[config.mk]
export PLATFORM = sky130hd
export DESIGN_NAME = fpu_register_stack
export DESIGN_NICKNAME = d
export VERILOG_FILES = /design/src/hw/rtl/fpu_rs_pkg.sv /design/src/hw/rtl/fpu_rs_ram.sv /design/src/hw/rtl/fpu_register_stack.sv
export VERILOG_INCLUDE_DIRS = /design/src /design/src/hw/rtl
export SDC_FILE = /design/constraint.sdc
export NUM_CORES = 1
export LEC_CHECK = 0
export BUFFER_PORTS_ARGS = -buffer_cell sky130_fd_sc_hd__buf_2
export CELL_PAD_IN_SITES_DETAIL_PLACEMENT = 0
export CELL_PAD_IN_SITES_GLOBAL_PLACEMENT = 2
export CORE_AREA = 3 3 258 260
export DETAILED_ROUTE_END_ITERATION = 7
export DIE_AREA = 0 0 261 263
export PLACE_DENSITY = 0.95
export SLEW_MARGIN = 20
export SYNTH_ARGS = -nofsm -noshare
export SYNTH_HDL_FRONTEND = slang
export SYNTH_SLANG_ARGS = --single-unit
[constraint.sdc]
create_clock -name clk -period 17.1 [get_ports clk]
set_input_delay 3.42 -clock clk [delete_from_list [all_inputs] [get_ports clk]]
set_output_delay 3.42 -clock clk [all_outputs]
set_load 0.05 [all_outputs]
[src/hw/rtl/fpu_register_stack_macros.svh]
// ----------------------------------------------------------------------------
// fpu_register_stack_macros.svh
// Assertion macros used by the register stack RTL.
// ----------------------------------------------------------------------------
`ifndef FPU_REGISTER_STACK_MACROS_SVH
`define FPU_REGISTER_STACK_MACROS_SVH

// Check that cons holds in the same cycle as ante
`define FRS_ASSERT_NOW(label, clk, rst_n, ante, cons) \
	label: assert property (@(posedge clk) disable iff (!rst_n) (ante) |-> (cons)) \
		else $error("register stack assertion failed");

// Check that cons holds in the cycle after ante
`define FRS_ASSERT_NEXT(label, clk, rst_n, ante, cons) \
	label: assert property (@(posedge clk) disable iff (!rst_n) (ante) |=> (cons)) \
		else $error("register stack assertion failed");

`endif

[src/hw/rtl/fpu_rs_pkg.sv]
// ----------------------------------------------------------------------------
// fpu_rs_pkg
// Types, codes and helpers for the x87-style register stack.
// ----------------------------------------------------------------------------
`timescale 1ns / 1ps

package fpu_rs_pkg;

	localparam int StackDepth = 8;
	localparam int PtrW       = $clog2(StackDepth);
	localparam int MantW      = 64;
	localparam int SexpW      = 16;
	localparam int EntryW     = MantW + SexpW;
	localparam int StatusW    = 16;
	localparam int CcW        = 4;

	// Status word layout
	localparam int StC3Bit   = 14;
	localparam int StTopLsb  = 11;
	localparam int StCcLsb   = 8;

	typedef enum logic [2:0] {
		REQ_READ      = 3'd0,
		REQ_WRITE     = 3'd1,
		REQ_PUSH      = 3'd2,
		REQ_POP       = 3'd3,
		REQ_RD_STATUS = 3'd4,
		REQ_WR_STATUS = 3'd5
	} req_t;

	typedef enum logic [1:0] {
		ERR_OK       = 2'd0,
		ERR_EMPTY    = 2'd1,
		ERR_OCCUPIED = 2'd2
	} err_t;

	// Item details carried alongside the memory read
	typedef struct packed {
		logic               use_rdata;
		logic [StatusW-1:0] status;
		err_t               err;
	} meta_t;

	// Pack top pointer and condition code into the status word
	function automatic logic [StatusW-1:0] pack_status(input logic [PtrW-1:0] top,
			input logic [CcW-1:0] cc);
		logic [StatusW-1:0] s;
		s = '0;
		s[StC3Bit] = cc[3];
		s[StTopLsb +: PtrW] = top;
		s[StCcLsb +: 3] = cc[2:0];
		return s;
	endfunction

endpackage

[src/hw/rtl/fpu_rs_ram.sv]
// ----------------------------------------------------------------------------
// fpu_rs_ram
// Generic single-port RAM with registered read data.
// ----------------------------------------------------------------------------
`timescale 1ns / 1ps

module fpu_rs_ram #(
	parameter int Width = 80,
	parameter int Depth = 8
) (
	input  logic                     clk,
	input  logic                     we,
	input  logic                     re,
	input  logic [$clog2(Depth)-1:0] addr,
	input  logic [Width-1:0]         wdata,
	output logic [Width-1:0]         rdata
);

	logic [Width-1:0] mem [Depth];

	// Write and read; read data holds while no read is issued
	always_ff @(posedge clk) begin
		if (we) begin
			mem[addr] <= wdata;
		end
		if (re) begin
			rdata <= mem[addr];
		end
	end

endmodule

[src/hw/rtl/fpu_register_stack.sv]
// ----------------------------------------------------------------------------
// fpu_register_stack
// Eight-entry x87-style register stack with status word and error codes.
// ----------------------------------------------------------------------------
// Usage:
// An item enters on in_valid with in_stall low and carries a request type,
// a stack position, an 80-bit value and a status word. Each item yields
// exactly one result on the output channel (out_valid / out_stall): the
// value read or popped, the status word after the operation and an error
// code. Values live in a single-port RAM with registered read data; the
// valid bits, top pointer and condition code sit in flops and are updated
// at acceptance, so a following item sees the new state at once.
// An accepted item passes the RAM read stage, then the output register,
// before out_valid rises. Throughput: one item per cycle while the output
// is taken; the single RAM port sets this figure.
// When the receiver stalls, the output register holds, then the read stage
// holds and in_stall rises; nothing is dropped.
// Reset empties the stack: all valid bits clear, top and condition code
// zero. RAM contents are not cleared; an empty entry is never read.
// ----------------------------------------------------------------------------
`timescale 1ns / 1ps
`include "fpu_register_stack_macros.svh"

module fpu_register_stack (
	input  logic                               clk,
	input  logic                               arst_n,
	input  logic                               in_valid,
	output logic                               in_stall,
	input  logic [2:0]                         req_type,
	input  logic [fpu_rs_pkg::PtrW-1:0]        entry_index,
	input  logic [fpu_rs_pkg::MantW-1:0]       value_mantissa,
	input  logic [fpu_rs_pkg::SexpW-1:0]       value_sign_exponent,
	input  logic [fpu_rs_pkg::StatusW-1:0]     status_word_in,
	output logic                               out_valid,
	input  logic                               out_stall,
	output logic [fpu_rs_pkg::MantW-1:0]       read_mantissa,
	output logic [fpu_rs_pkg::SexpW-1:0]       read_sign_exponent,
	output logic [fpu_rs_pkg::StatusW-1:0]     status_word,
	output logic [1:0]                         error_code
);

	import fpu_rs_pkg::*;

	logic [StackDepth-1:0] entry_valid_q, entry_valid_d;
	logic [PtrW-1:0]       top_q, top_d;
	logic [CcW-1:0]        cc_q, cc_d;

	logic                  valid_s1;
	meta_t                 meta_s1, meta_d;

	logic                  out_valid_q;
	logic [MantW-1:0]      out_mant_q;
	logic [SexpW-1:0]      out_sexp_q;
	logic [StatusW-1:0]    out_status_q;
	logic [1:0]            out_err_q;

	logic                  in_acc, s1_advance, out_load;
	logic [PtrW-1:0]       slot;
	logic                  ram_we, ram_re;
	logic [EntryW-1:0]     ram_rdata;
	req_t                  req;

	assign req = req_t'(req_type);

	// Handshake: output register frees the read stage, which frees the input
	assign out_load   = !out_valid_q || !out_stall;
	assign s1_advance = valid_s1 && out_load;
	assign in_stall   = valid_s1 && !out_load;
	assign in_acc     = in_valid && !in_stall;

	// Decode the item and work out the next stack state
	always_comb begin
		entry_valid_d = entry_valid_q;
		top_d         = top_q;
		cc_d          = cc_q;
		ram_we        = 1'b0;
		ram_re        = 1'b0;
		meta_d.use_rdata = 1'b0;
		meta_d.err       = ERR_OK;
		slot          = top_q + entry_index;
		case (req)
			REQ_READ: begin
				if (!entry_valid_q[slot]) begin
					meta_d.err = ERR_EMPTY;
				end else begin
					ram_re = 1'b1;
					meta_d.use_rdata = 1'b1;
				end
			end
			REQ_WRITE: begin
				if (!entry_valid_q[slot]) begin
					meta_d.err = ERR_EMPTY;
				end else begin
					ram_we = 1'b1;
				end
			end
			REQ_PUSH: begin
				slot = top_q - PtrW'(1);
				if (entry_valid_q[slot]) begin
					meta_d.err = ERR_OCCUPIED;
				end else begin
					ram_we = 1'b1;
					top_d = slot;
					entry_valid_d[slot] = 1'b1;
				end
			end
			REQ_POP: begin
				slot = top_q;
				if (!entry_valid_q[slot]) begin
					meta_d.err = ERR_EMPTY;
				end else begin
					ram_re = 1'b1;
					meta_d.use_rdata = 1'b1;
					entry_valid_d[slot] = 1'b0;
					top_d = top_q + PtrW'(1);
				end
			end
			REQ_WR_STATUS: begin
				cc_d = {status_word_in[StC3Bit], status_word_in[StCcLsb +: 3]};
			end
			default: begin
			end
		endcase
		meta_d.status = pack_status(top_d, cc_d);
	end

	// Value storage
	fpu_rs_ram #(
		.Width(EntryW),
		.Depth(StackDepth)
	) u_ram (
		.clk  (clk),
		.we   (in_acc && ram_we),
		.re   (in_acc && ram_re),
		.addr (slot),
		.wdata({value_sign_exponent, value_mantissa}),
		.rdata(ram_rdata)
	);

	// Commit stack state on acceptance
	always_ff @(posedge clk or negedge arst_n) begin
		if (!arst_n) begin
			entry_valid_q <= '0;
			top_q         <= '0;
			cc_q          <= '0;
		end else if (in_acc) begin
			entry_valid_q <= entry_valid_d;
			top_q         <= top_d;
			cc_q          <= cc_d;
		end
	end

	// Read stage: hold the item while the RAM data comes out
	always_ff @(posedge clk or negedge arst_n) begin
		if (!arst_n) begin
			valid_s1 <= 1'b0;
		end else if (in_acc) begin
			valid_s1 <= 1'b1;
		end else if (s1_advance) begin
			valid_s1 <= 1'b0;
		end
	end

	always_ff @(posedge clk) begin
		if (in_acc) begin
			meta_s1 <= meta_d;
		end
	end

	// Output register
	always_ff @(posedge clk or negedge arst_n) begin
		if (!arst_n) begin
			out_valid_q <= 1'b0;
		end else if (out_load) begin
			out_valid_q <= valid_s1;
		end
	end

	always_ff @(posedge clk) begin
		if (s1_advance) begin
			out_mant_q   <= meta_s1.use_rdata ? ram_rdata[MantW-1:0] : '0;
			out_sexp_q   <= meta_s1.use_rdata ? ram_rdata[EntryW-1:MantW] : '0;
			out_status_q <= meta_s1.status;
			out_err_q    <= meta_s1.err;
		end
	end

	assign out_valid          = out_valid_q;
	assign read_mantissa      = out_mant_q;
	assign read_sign_exponent = out_sexp_q;
	assign status_word        = out_status_q;
	assign error_code         = out_err_q;

	// Assertions
	`FRS_ASSERT_NEXT(a_push_sets_valid, clk, arst_n,
		in_acc && req == REQ_PUSH && meta_d.err == ERR_OK, entry_valid_q[top_q])
	`FRS_ASSERT_NEXT(a_held_rdata_stable, clk, arst_n,
		valid_s1 && !s1_advance, valid_s1 && $stable(ram_rdata))
	`FRS_ASSERT_NOW(a_error_reads_zero, clk, arst_n,
		out_valid_q && out_err_q != ERR_OK, out_mant_q == '0 && out_sexp_q == '0)

endmodule

==> key figures <==
Global route
  • Vias in the first global route: 17,768
  • First-pass GRT wire length: 110,000 µm
  • Gr usage total: 0.215
  • Initial antenna violation count: 15
  • Largest net degree at the start of global routing: 81
  • Global route overflow: 0

Timing
  • Worst Tran Pin Value: 1.12 ns
  • Final setup viols: 0
  • Rel. slew slack: 0.252
  • RSZ-0062 raised after global routing: false
  • Setup total negative slack: 0 ns
  • Final hold violation count: 0
  • Max frequency: 135 MHz
  • Final period util: 0.433
  • Slew Limit Fails: 0
  • Minimum period implied by the final worst setup slack: 7.40 ns
  • Setup slack after layout: 9.70 ns
  • Skew final: 0.0291 ns

Synth
  • Cell taking the most area after synthesis: edfxtp_1
  • Synth cell types: 69
  • Commonest cells in the netlist: 819 x edfxtp_1, 161 x nand2_1, 106 x a221oi_1, 82 x and2_1, 59 x mux2i_1
  • Cells after synthesis: 1,782
  • Synth Flop Type: edfxtp_1
  • Yosys top cell area share: 0.780
  • Mapped cell area: 31,500 µm²
  • Synth Register Bits: 836
  • Synth top area cells: edfxtp_1 78%, a221oi_1 2.9%, nand2_1 1.9%
  • Syn. warnings: 0
  • Top-count cell post-synth: edfxtp_1
  • Register area share after synthesis: 0.793
  • Syn Area/Cell: 17.7 µm²
  • Async S/R FF share, synth: 0.0203
  • Post-synth EDFFs: 819

Critical path
  • Worst setup SP type: primary input
  • Worst setup EP type: primary output
  • Worst Path Required: 13.68 ns
  • Critical Path AT: 3.98 ns
  • Classification of the worst setup path: in2out
  • Worst R2R Setup Slack: 11.65 ns
  • CP max FO: 3

Floorplanning
  • IO Pins: 206
  • Die height: 263 µm
  • Initial Utilization: 0.490
  • CORE AREA: 64,300 µm²
  • # rows: 93
  • Die Wd: 261 µm
  • Die area: 68,600 µm²

CTS
  • H-tree depth: 3
  • Resize count post-CTS: 0
  • TritonCTS clock tree: yes
  • Post-CTS Setup Inserts: 0
  • CTS clk-pin slew, worst paths: 0.06 ns
  • Cts hold-fix bufs: 0
  • CTS sink cnt: 836
  • CTS max path bufs: 3
  • CTS Buf Count: 82
  • Clock root cell: clkbuf_16
  • Clock Latency Late Sink: 0.64 ns

Drt
  • Final WL: 74,100 µm
  • Initial DRC count: 1,697
  • # DRC: 0
  • DR vias: 17,270
  • Via density: 5.96
  • Avg WL per Cell: 25.5 µm
  • Antenna-violating nets left: 0
  • Drt pass-1 iters: 6

Layout
  • Final #Nets: 2,089
  • Layout fillers: 4,800
  • Area delta synth->final: 14.0%
  • Area of the multi-input gates: 5970 µm²
  • Final instance area: 36,000 µm²
  • Layout cells sized above 1: 0.207
  • Storage cell area: 25,000 µm²

Placement
  • DP Area: 33,300 µm²
  • Port bufs: 184
  • RD Place Congestion: 0.762
  • Pre-CTS setup slack: 9.28 ns
  • Dpl hpwl: 38,300 µm

Min path
  • Worst min path class: reg2reg

Pwr
  • Cell area power density: 160 nW/µm²
  • Leakage Power: 12.0 nW
  • Worst vdd ir: 0.000110 V

Status
  • Status: complete, no violations

Flow run
  • Max Cap Viol: 0
[metal layers]
| metal | track usage | vias up | wire, µm |
|---|---|---|---|
| li1 | - | 7529 | - |
| met1 | 0.277 | 8874 | 29300 |
| met2 | 0.362 | 722 | 37200 |
| met3 | 0.0460 | 133 | 5690 |
| met4 | 0.0710 | 12 | 1750 |
| met5 | 0 | - | 84 |
[final cells by class]
| type | count | share of cell area |
|---|---|---|
| antenna | 6 | 0.000418 |
| clock buffer | 97 | 0.0604 |
| clock inverter | 47 | 0.0127 |
| inverter | 9 | 0.000940 |
| multi-input combinational | 828 | 0.166 |
| sequential | 836 | 0.696 |
| tap | 855 | 0.0298 |
| timing repair buffer | 222 | 0.0338 |
[kinds of logic (layout without fill, tap and decap cells)]
logic type | after synthesis | count (layout) | share of synthesized area
compound gates | 351 | 351 | 0.0848
flops | 836 | 836 | 0.793
simple gates | 354 | 354 | 0.0573
fa+ha+maj | 4 | 4 | 0.00183
xor+xnor | 6 | 6 | 0.00262
mux | 104 | 104 | 0.0369
buf+inv | 126 | 375 | 0.0229
other cells | 1 | 15 | 0.000119
[final timing paths]
check,depth (start not counted),to,startpoint
worst max-delay path,4,in_stall,out_stall
worst min-delay path,0,status_word[13]$_DFFE_PP_,meta_s1[15]$_DFFE_PP_
worst max register to register,8,u_ram.mem[4][3]$_DFFE_PP_,top_q[0]$_DFFE_PN0P_
worst min register to register,0,status_word[13]$_DFFE_PP_,meta_s1[15]$_DFFE_PP_
max in group asynchronous,1,top_q[1]$_DFFE_PN0P_,arst_n
min in group asynchronous,1,entry_valid_q[2]$_DFFE_PN0P_,arst_n
[worst max-delay path, cell delays in order]
cell and delay, ns:
buf_2 0.13, nand3_1 0.11, inv_1 0.07, buf_2 0.25
[where the power goes]
group,internal [mW],total (mW),switching [mW]
Clock,1.01,1.76,0.750
Combinational,0.496,1.53,1.03
Sequential,2.41,2.45,0.0386
Total,3.92,5.74,1.82
[placed cells by master, fill, tap and decap left out, types with 6 or more instances in the layout]
cell type / n
o31ai_1: 6
and3_1: 7
mux2_2: 38
clkbuf_1: 11
edfxtp_1: 819
conb_1: 9
a22oi_1: 22
mux4_2: 6
nor2_1: 15
nand2_1: 161
o21ai_0: 16
a21oi_1: 58
o22ai_1: 47
and2_1: 81
clkbuf_16: 84
buf_2: 184
nand2b_1: 19
inv_1: 9
buf_4: 37
a31o_2: 6
dfrtp_1: 17
diode_2: 6
nand3_1: 37
bufinv_16: 7
o211ai_1: 17
clkinv_2: 10
a221oi_1: 106
a222oi_1: 18
mux2i_1: 58
clkinv_1: 20
a211oi_1: 6
[stage by stage]
| step | hold slack [ns] | util | cells | total power [mW] |
|---|---|---|---|---|
| 6_report | 0.419 | 0.559 | 2900 | 5.74 |
| 5_1_grt | 0.427 | 0.559 | 2897 | 5.97 |
| 4_1_cts | 0.418 | 0.558 | 2893 | 5.77 |
| 3_5_place_dp | 0.405 | 0.517 | 2749 | 4.00 |
| 3_3_place_gp | 0.402 | 0.517 | 2749 | 3.96 |
| 2_1_floorplan | 0.400 | - | 1790 | 3.58 |
[flip-flops by register name, summed over array words and instances (netlist names)]
| signal | flops |
|---|---|
| valid_s1 | 1 |
| read_sign_exponent | 16 |
| u_ram.rdata | 80 |
| entry_valid_q | 8 |
| status_word | 7 |
| cc_q | 4 |
| meta_s1 | 10 |
| out_valid | 1 |
| top_q | 3 |
| u_ram.mem | 640 |
| read_mantissa | 64 |
| error_code | 2 |
(Power assumes the default switching activity.)
